File: config.mk
export PLATFORM = sky130hd
export DESIGN_NAME = bounded_list_append_delete_max
export DESIGN_NICKNAME = d
export VERILOG_FILES = /design/src/rtl/blist_pkg.sv /design/src/rtl/blist_ctrl.sv /design/src/rtl/blist_dp.sv /design/src/rtl/bounded_list_append_delete_max.sv
export SDC_FILE = /design/constraint.sdc
export NUM_CORES = 2
export LEC_CHECK = 0
export BUFFER_PORTS_ARGS = -buffer_cell sky130_fd_sc_hd__buf_2
export CAP_MARGIN = 20
export CORE_ASPECT_RATIO = 1.5
export CORE_MARGIN = 2
export CORE_UTILIZATION = 40
export CTS_CLUSTER_SIZE = 25
export DETAILED_ROUTE_END_ITERATION = 6
export PLACE_DENSITY = 0.62
export SYNTH_ARGS = -nofsm -noshare
export SYNTH_HDL_FRONTEND = slang
export SYNTH_HIERARCHICAL = 1
export SYNTH_SLANG_ARGS = --single-unit
File: constraint.sdc
create_clock -name clk -period 8.3 [get_ports clk]
set_clock_uncertainty 0.15 [all_clocks]
set_input_delay 1.245 -clock clk [delete_from_list [all_inputs] [get_ports clk]]
set_output_delay 1.245 -clock clk [all_outputs]
set_load 0.02 [all_outputs]
File: src/rtl/blist_pkg.sv
package blist_pkg;

    localparam int COUNT_W = 8;
    localparam int VALUE_W = 32;

    localparam logic signed [VALUE_W-1:0] MAX_NEG = {1'b1, {(VALUE_W-1){1'b0}}};

    typedef enum logic [1:0] {
        OP_APPEND = 2'd0,
        OP_CLEAR  = 2'd1,
        OP_DELETE = 2'd2,
        OP_MAX    = 2'd3
    } op_t;

    typedef enum logic [1:0] {
        ST_DONE = 2'd0,
        ST_FULL = 2'd1,
        ST_MISS = 2'd2
    } status_t;

    typedef struct packed {
        op_t                       op;
        logic signed [VALUE_W-1:0] value;
    } req_t;

    typedef struct packed {
        status_t                   status;
        logic signed [VALUE_W-1:0] max_value;
        logic [COUNT_W-1:0]        entry_count;
    } rsp_t;

    typedef enum logic [2:0] {
        CS_IDLE,
        CS_EXEC,
        CS_SCAN,
        CS_SHIFT,
        CS_RESP
    } ctrl_state_t;

    typedef struct packed {
        logic    load;
        logic    append;
        logic    clear;
        logic    dec;
        logic    scan;
        logic    shift;
        logic    status_set;
        status_t status_code;
        logic    res_load;
    } dp_cmd_t;

    typedef struct packed {
        op_t  op;
        logic full;
        logic hit;
        logic drained;
        logic best_vld;
        logic rsp_free;
    } dp_sts_t;

endpackage

File: src/rtl/blist_ctrl.sv
module blist_ctrl (
    input  logic              clk,
    input  logic              rst_n,
    input  logic              req_valid,
    output logic              req_stall,
    input  blist_pkg::dp_sts_t sts,
    output blist_pkg::dp_cmd_t cmd
);
    import blist_pkg::*;

    ctrl_state_t state_reg;
    ctrl_state_t state_next;

    always_ff @(posedge clk or negedge rst_n)
    begin
        if (!rst_n)
        begin
            state_reg <= CS_IDLE;
        end
        else
        begin
            state_reg <= state_next;
        end
    end

    // next state
    always_comb
    begin
        state_next = state_reg;
        unique case (state_reg)
            CS_IDLE:
            begin
                if (req_valid)
                begin
                    state_next = CS_EXEC;
                end
            end
            CS_EXEC:
            begin
                if (sts.op == OP_DELETE || sts.op == OP_MAX)
                begin
                    state_next = CS_SCAN;
                end
                else
                begin
                    state_next = CS_RESP;
                end
            end
            CS_SCAN:
            begin
                priority if (sts.op == OP_DELETE && sts.hit)
                begin
                    state_next = CS_SHIFT;
                end
                else if (sts.drained)
                begin
                    state_next = CS_RESP;
                end
                else
                begin
                    state_next = CS_SCAN;
                end
            end
            CS_SHIFT:
            begin
                if (sts.drained)
                begin
                    state_next = CS_RESP;
                end
            end
            CS_RESP:
            begin
                if (sts.rsp_free)
                begin
                    state_next = CS_IDLE;
                end
            end
            default:
            begin
                state_next = CS_IDLE;
            end
        endcase
    end

    // outputs
    always_comb
    begin
        cmd = '0;
        cmd.status_code = ST_DONE;
        req_stall = (state_reg != CS_IDLE);
        unique case (state_reg)
            CS_IDLE:
            begin
                cmd.load = req_valid;
            end
            CS_EXEC:
            begin
                unique case (sts.op)
                    OP_APPEND:
                    begin
                        cmd.status_set = 1'b1;
                        if (sts.full)
                        begin
                            cmd.status_code = ST_FULL;
                        end
                        else
                        begin
                            cmd.append = 1'b1;
                        end
                    end
                    OP_CLEAR:
                    begin
                        cmd.clear      = 1'b1;
                        cmd.status_set = 1'b1;
                    end
                    default:
                    begin
                        cmd.status_set = 1'b0;
                    end
                endcase
            end
            CS_SCAN:
            begin
                cmd.scan = 1'b1;
                if (!(sts.op == OP_DELETE && sts.hit) && sts.drained)
                begin
                    cmd.status_set = 1'b1;
                    if (sts.op == OP_MAX && sts.best_vld)
                    begin
                        cmd.status_code = ST_DONE;
                    end
                    else
                    begin
                        cmd.status_code = ST_MISS;
                    end
                end
            end
            CS_SHIFT:
            begin
                cmd.shift = 1'b1;
                if (sts.drained)
                begin
                    cmd.dec        = 1'b1;
                    cmd.status_set = 1'b1;
                end
            end
            CS_RESP:
            begin
                cmd.res_load = sts.rsp_free;
            end
            default:
            begin
                cmd.load = 1'b0;
            end
        endcase
    end

endmodule

File: src/rtl/blist_dp.sv
module blist_dp #(
    parameter int CAPACITY = 128
) (
    input  logic               clk,
    input  logic               rst_n,
    input  blist_pkg::req_t    req,
    output logic               rsp_valid,
    input  logic               rsp_stall,
    output blist_pkg::rsp_t    rsp,
    input  blist_pkg::dp_cmd_t cmd,
    output blist_pkg::dp_sts_t sts
);
    import blist_pkg::*;

    localparam int IW = $clog2(CAPACITY);
    localparam int CW = $clog2(CAPACITY + 1);
    localparam logic [CW-1:0] CAP_C = CW'(CAPACITY);

    logic signed [VALUE_W-1:0] mem [CAPACITY];

    op_t                       op_reg;
    logic signed [VALUE_W-1:0] val_reg;
    logic [CW-1:0]             count_reg;
    logic [CW-1:0]             count_next;
    logic [CW-1:0]             ptr_reg;
    logic [CW-1:0]             ptr_next;
    logic                      rd_vld_reg;
    logic                      rd_vld_next;
    logic [IW-1:0]             rd_idx_reg;
    logic signed [VALUE_W-1:0] rd_data_reg;
    logic signed [VALUE_W-1:0] best_reg;
    logic signed [VALUE_W-1:0] best_next;
    logic                      best_vld_reg;
    logic                      best_vld_next;
    status_t                   status_reg;
    status_t                   status_next;
    logic                      rsp_valid_reg;
    logic                      rsp_valid_next;
    rsp_t                      rsp_reg;
    rsp_t                      rsp_next;

    logic                      issue;
    logic                      wr_en;
    logic [IW-1:0]             wr_addr;
    logic signed [VALUE_W-1:0] wr_data;

    assign issue = (cmd.scan || cmd.shift) && (ptr_reg < count_reg);

    // single write port: append at the tail, or move an entry down one place
    always_comb
    begin
        wr_en   = 1'b0;
        wr_addr = count_reg[IW-1:0];
        wr_data = val_reg;
        if (cmd.append)
        begin
            wr_en = 1'b1;
        end
        else if (cmd.shift && rd_vld_reg)
        begin
            wr_en   = 1'b1;
            wr_addr = rd_idx_reg - IW'(1);
            wr_data = rd_data_reg;
        end
    end

    always_ff @(posedge clk)
    begin
        if (wr_en)
        begin
            mem[wr_addr] <= wr_data;
        end
        if (issue)
        begin
            rd_data_reg <= mem[ptr_reg[IW-1:0]];
            rd_idx_reg  <= ptr_reg[IW-1:0];
        end
    end

    always_comb
    begin
        count_next = count_reg;
        if (cmd.clear)
        begin
            count_next = '0;
        end
        else if (cmd.append)
        begin
            count_next = count_reg + CW'(1);
        end
        else if (cmd.dec)
        begin
            count_next = count_reg - CW'(1);
        end

        ptr_next    = ptr_reg;
        rd_vld_next = issue;
        if (cmd.load)
        begin
            ptr_next = '0;
        end
        else if (issue)
        begin
            ptr_next = ptr_reg + CW'(1);
        end

        best_next     = best_reg;
        best_vld_next = best_vld_reg;
        if (cmd.load)
        begin
            best_vld_next = 1'b0;
        end
        else if (cmd.scan && rd_vld_reg && (!best_vld_reg || rd_data_reg > best_reg))
        begin
            best_next     = rd_data_reg;
            best_vld_next = 1'b1;
        end

        status_next = status_reg;
        if (cmd.status_set)
        begin
            status_next = cmd.status_code;
        end

        rsp_valid_next = rsp_valid_reg;
        if (cmd.res_load)
        begin
            rsp_valid_next = 1'b1;
        end
        else if (rsp_valid_reg && !rsp_stall)
        begin
            rsp_valid_next = 1'b0;
        end

        rsp_next.status      = status_reg;
        rsp_next.entry_count = COUNT_W'(count_reg);
        if (op_reg == OP_MAX)
        begin
            rsp_next.max_value = best_vld_reg ? best_reg : MAX_NEG;
        end
        else
        begin
            rsp_next.max_value = '0;
        end
    end

    always_ff @(posedge clk or negedge rst_n)
    begin
        if (!rst_n)
        begin
            count_reg     <= '0;
            ptr_reg       <= '0;
            rd_vld_reg    <= 1'b0;
            best_vld_reg  <= 1'b0;
            status_reg    <= ST_DONE;
            rsp_valid_reg <= 1'b0;
        end
        else
        begin
            count_reg     <= count_next;
            ptr_reg       <= ptr_next;
            rd_vld_reg    <= rd_vld_next;
            best_vld_reg  <= best_vld_next;
            status_reg    <= status_next;
            rsp_valid_reg <= rsp_valid_next;
        end
    end

    always_ff @(posedge clk)
    begin
        if (cmd.load)
        begin
            op_reg  <= req.op;
            val_reg <= req.value;
        end
        best_reg <= best_next;
        if (cmd.res_load)
        begin
            rsp_reg <= rsp_next;
        end
    end

    assign rsp_valid = rsp_valid_reg;
    assign rsp       = rsp_reg;

    assign sts.op       = op_reg;
    assign sts.full     = (count_reg >= CAP_C);
    assign sts.hit      = rd_vld_reg && (rd_data_reg == val_reg);
    assign sts.drained  = !rd_vld_reg && (ptr_reg >= count_reg);
    assign sts.best_vld = best_vld_reg;
    assign sts.rsp_free = !rsp_valid_reg || !rsp_stall;

endmodule

File: src/rtl/bounded_list_append_delete_max.sv
// append and clear: executed in EXEC, response register loaded in RESP once free
// delete and max: the SCAN state reads one store entry per cycle through the
// single read port; a delete then moves each later entry down one per cycle
// the next request is taken in the cycle after the response register is loaded
// reset: live count zero, response register empty; store contents undefined,
// no clearing pass
module bounded_list_append_delete_max #(
    parameter int CAPACITY = 128
) (
    input  logic            clk,
    input  logic            rst_n,
    input  logic            req_valid,
    output logic            req_stall,
    input  blist_pkg::req_t req,
    output logic            rsp_valid,
    input  logic            rsp_stall,
    output blist_pkg::rsp_t rsp
);
    import blist_pkg::*;

    dp_cmd_t cmd;
    dp_sts_t sts;

    blist_ctrl u_ctrl (
        .clk       (clk),
        .rst_n     (rst_n),
        .req_valid (req_valid),
        .req_stall (req_stall),
        .sts       (sts),
        .cmd       (cmd)
    );

    blist_dp #(
        .CAPACITY (CAPACITY)
    ) u_dp (
        .clk       (clk),
        .rst_n     (rst_n),
        .req       (req),
        .rsp_valid (rsp_valid),
        .rsp_stall (rsp_stall),
        .rsp       (rsp),
        .cmd       (cmd),
        .sts       (sts)
    );

endmodule

After elaboration in Yosys (flattened, before gate mapping). Memory sizes are Yosys's and may differ from the RTL's. A register that Yosys moved wholly into a read port is not among the register bits. Index checks and enable logic that the tools add are counted.

Output and inout bits: 44. Bits in writable memories: 4096. Memories: 1. Register bits after elaboration: 139.

Add/sub/neg operators: 4. Equal/unequal tests: 11. Bitwise gates (word level): 1. Mux-type cells: 42. Reduce and logical (&&, ||, !) cells: 30. Magnitude comparators: 4.

Memories: u_dp.mem (words 128, bits a word 32, read ports 1, clocked after Yosys merged registers in 1, write ports 1, RTL line blist_dp.sv:19) `logic signed [VALUE_W-1:0] mem [CAPACITY];`.

Operators by type and width (count): 32-bit two-way mux (3); 8-bit two-way mux (5); 32-bit == test (1); 32-bit greater-than comparator (1); 3-bit two-way mux (7); 1-bit two-way mux (20); 8-bit by 1-bit adder with 8-bit output, second input constant (2); 3-bit case mux with 5 select lines (1); 7-bit two-way mux (2); 1-bit logical AND (10); 8-bit greater-or-equal comparator (1); 8-bit greater-or-equal comparator, second input constant (1); 8-bit < comparator (1); 8-bit by 1-bit subtractor with 8-bit output, second input constant (1); 7-bit by 1-bit subtractor with 7-bit output, second input constant (1); 3-bit by 2-bit == test with 1-bit output, second input constant (2); 2-bit nonzero test (3); 3-bit nonzero test (2); 1-bit logical NOT (5); 2-bit == test, second input constant (2); 1-bit logical OR (4); 2-bit two-way mux (2); 2-bit by 1-bit != test with 1-bit output, second input constant (2); 2-bit case mux with 2 select lines (1); 11 further kinds (12).

Longest topological paths before layout.
Depth in word-level cells: 7. Gate-level depth with buffers: 19. Mapped depth without buffers: 13.

Modules after synthesis. The synthesis kept the hierarchy.

Modules (own cells, without submodules): blist_dp (area each 163544.4 sq um, instances 1, sequential area each 127937.7 sq um, cells each 6963); blist_ctrl (area each 316.6 sq um, instances 1, sequential area each 75.1 sq um, cells each 35).

Worst setup path before layout. No wires, ideal clock.

Kind: reg2reg. From: reg u_ctrl.state_reg[0]. To: mem u_dp.mem[0][0], data pin. Cell stages (with the launch flop): 9. Required time: 6.952 ns. Slack: 0.382 ns. Arrival: 6.570 ns. Path through: dfrtp_1 -> nor2b_4 -> nand2_2 -> nor3_1 -> inv_1 -> nand3_1 -> clkbuf_1 -> clkbuf_1 -> o21ai_0.

RTL lines: start, declared (RTL line blist_ctrl.sv:11) `ctrl_state_t state_reg;`; start signal, assigned (RTL line blist_ctrl.sv:22) `state_reg <= state_next;`; end, declared (RTL line blist_dp.sv:19).

==> summary.txt <==
STA
  – Fmax: around 160 MHz
  – Min Clock Period, post-route: 6.11 ns
  – Relative slew slack: 3.58%
  – Final hold vios: 0
  – Fin crit share: 73.6%
  – RSZ-0062 raised after global routing: false
  – Setup TNS Final: 0 ns
  – Worst slew pin tran: between 1 and 1.5 ns
  – Slew Limit Fails: 0
  – Setup violators final: 0
  – Slack of the critical path: about 2.2 ns

Synthesis
  – Synth cell types: 68
  – Synth Flop Type: edfxtp_1
  – Post-Synth Simple-Gate Area: 1.43%
  – Syn_nets: 7085
  – Synth warn: 6
  – Register bit total from synthesis: 4267
  – Combinational family with the most area after synthesis: multiplexers
  – Adder-Cell Fraction of Synth Area: 0.379%
  – Gate Count Post-Synth: around 7000
  – Post-synthesis mux area share: 17.0%
  – Synth Area in XOR/XNOR: less than 1%
  – Post-synth EDFFs: 4243
  – Syn_area_per_cell: 23.4 um2
  – Cell Area, Synth: 164000 um2
  – Compound-Gate Fraction of Synth Area: 1.56%
  – Register area share after synthesis: about 78%
  – Ys async rst share: 0.562%

Critical path
  – R2R Setup Slk: 2.19 ns
  – CP Cell Sequence: nor2_1 -> nand2_2 -> nor3_1 -> inv_1 -> and3_1 -> o31ai_4 -> nand2_1 -> nor2_4
  – Critical Path AT: 6.49 ns
  – Critical path startpoint category: flip-flop
  – Critical-path top delay cell: nor2_4
  – Crit Path Class: flip-flop to flip-flop
  – Buf/Inv on CP: 1
  – Crit path largest cell delay: 1.09 ns
  – Crit-path max FO: 32
  – Delay-heaviest family, CP: simple AND/OR/NAND/NOR gates
  – Worst Path Required: roughly 8.7 ns
  – Crit end category: flip-flop

Placement
  – Pre-CTS WS: 2.41 ns
  – IO Port Bufs: 81
  – Routability congestion estimate: 0.932
  – Post-detail-place hpwl: 290 mm

Clocking
  – Post-CTS repair timing setup buffer count: 0
  – CTS tree: built
  – Clk Latency, worst-skew pair: 0.94 ns
  – Maximum clock insertion buffer count: 4
  – Num CTS Buffers: 370
  – Clock transition at path regs: ~0.070 ns
  – Root buf cell: clkbuf_16
  – H-tree levels: 5
  – CTS sink count: between 4000 and 5000
  – CTS resizes: 0
  – Cts hold-fix bufs: 0

Routing
  – Vias after detailed routing: 77322
  – DR DRC count: 6
  – Drt wl/cell: about 36 um
  – Initial drt markers: 10583
  – Final antenna-violating net count: 0
  – WL final: 468 mm
  – Vias per inst: 5.97
  – Initial DRT Pass Iterations: 7

Die
  – Die Area: 415000 um2
  – IO Pins: ~80
  – Die W: 527 um
  – Starting Density: 40.2%
  – Vert. Die Dim: 788 um
  – Row count: between 200 and 300
  – Core Box Area: slightly above 400000 um2

Power
  – VDD IR max: 445 uV
  – PwrDens: 323 nW/um2
  – Leakage: 55.7 nW

Cells and area
  – Commonest non-fill, non-tap cells in the layout: edfxtp_1, mux4_2, clkbuf_16
  – Fin nets: 7371
  – Share of cells above drive strength 1: 29.0%
  – Area grow syn2layout: 13.2%
  – Largest register FFs: 4096
  – Most common cell after layout, fill and taps aside: edfxtp_1
  – Layout fillers: 32915

Run status
  – Status: finished, violations left
  – Failing checks: DRC

Flow run
  – Max-cap viol count: 0

Hold path
  – Min-delay worst type: primary input to asynchronous set/reset pin

Global route
  – First-pass GRT wire length: 638 mm
  – Initial antenna violation count: 24
  – Gr usage total: 22.2%
  – Pin count of the biggest net entering global routing: 129
  – GRT Residual Overflow: 0
  – Number of global-route vias before repair: 77240
==> Yosys cell counts, drive strengths merged (4+ instances only) <==
| library cell | number | share of area (%) |
|---|---|---|
| o21ai | 23 | 0.070 |
| o221ai | 23 | 0.12 |
| nand2 | 167 | 0.38 |
| dfrtp | 24 | 0.37 |
| nand3 | 17 | 0.052 |
| and2 | 40 | 0.15 |
| nand3b | 6 | 0.035 |
| ha | 48 | 0.37 |
| o31ai | 10 | 0.046 |
| o21a | 4 | 0.018 |
| o22ai | 106 | 0.40 |
| nand2b | 15 | 0.062 |
| nor2 | 185 | 0.43 |
| nor2b | 11 | 0.047 |
| mux2i | 157 | 0.96 |
| inv | 51 | 0.12 |
| buf | 231 | 0.82 |
| nand4 | 19 | 0.073 |
| o21bai | 4 | 0.018 |
| nor4 | 7 | 0.027 |
| and3 | 8 | 0.031 |
| a21oi | 82 | 0.25 |
| nor3 | 21 | 0.064 |
| a211oi | 51 | 0.23 |
| clkbuf | 128 | 0.29 |
| edfxtp | 4243 | 78 |
| a22oi | 34 | 0.16 |
| a2111oi | 9 | 0.048 |
| xnor2 | 39 | 0.21 |
| o32ai | 5 | 0.027 |
| mux4 | 1165 | 16 |
| xor2 | 12 | 0.064 |
| a311oi | 4 | 0.021 |
| a221oi | 5 | 0.027 |
| a21o | 4 | 0.018 |
| mux2 | 5 | 0.034 |
==> power breakdown <==
group / leakage, nW / internal [mW] / total [mW] / switching [mW]
Clock: 6.02 / 10.1 / 17.9 / 7.88
Combinational: 11.2 / 5.44 / 15.8 / 10.4
Sequential: 38.5 / 25.6 / 26.2 / 0.595
==> cell families after synthesis <==
kind of cell	after synthesis
flops	4267
compound gates	382
fa+ha+maj	49
mux	1327
simple gates	512
xor+xnor	51
buf+inv	410
==> final cells by class <==
class / count / area, um2 / share of cell area [%]
flip-flops and latches: 4267 / 128000 / 69.0
repair buffers: 273 / 2940 / 1.58
inverters: 51 / 199 / 0.107
multi-input cells: 2321 / 35200 / 19.0
well taps: 5346 / 6690 / 3.60
clock inverters: 244 / 2800 / 1.51
diodes: 18 / 45.0 / 0.0243
clock buffers: 431 / 9640 / 5.19
==> path summary, 6_finish.rpt <==
kind | startpoint | end | cells after the start
min in group clk | req[6] | u_dp/val_reg[6] | 1
min reg2reg | u_dp/status_reg[0] | u_dp/rsp[40] | 0
max reg2reg | u_dp/op_reg[1] | u_dp/mem[115][12] | 8
min | rst_n | u_dp/best_vld_reg | 1
max | u_dp/op_reg[1] | u_dp/mem[115][12] | 8
max in group asynchronous | rst_n | u_dp/ptr_reg[0] | 1
==> per-layer routing <==
layer / GRT usage (%) / part of all wire, %
met1: 26.5 / 34
met2: 37.5 / 50
met3: 3.75 / 8.3
met4: 13.8 / 7.6
met5: 0 / 0.0071
==> metrics by stage <==
stage	power, mW	std cells	cell area, um2	hold WS, ns	utilization [%]
after global placement	42.2	12201	172000	0.307	42.2
after global routing	61.3	12935	186000	0.211	45.5
after CTS	60.2	12887	184000	0.135	45.3
final	59.9	12951	186000	0.190	45.5
after detailed placement	42.4	12212	172000	0.315	42.2
after floorplan	35.4	6998	164000	0.271	-
No activity file was read; power rests on OpenSTA's default activity.
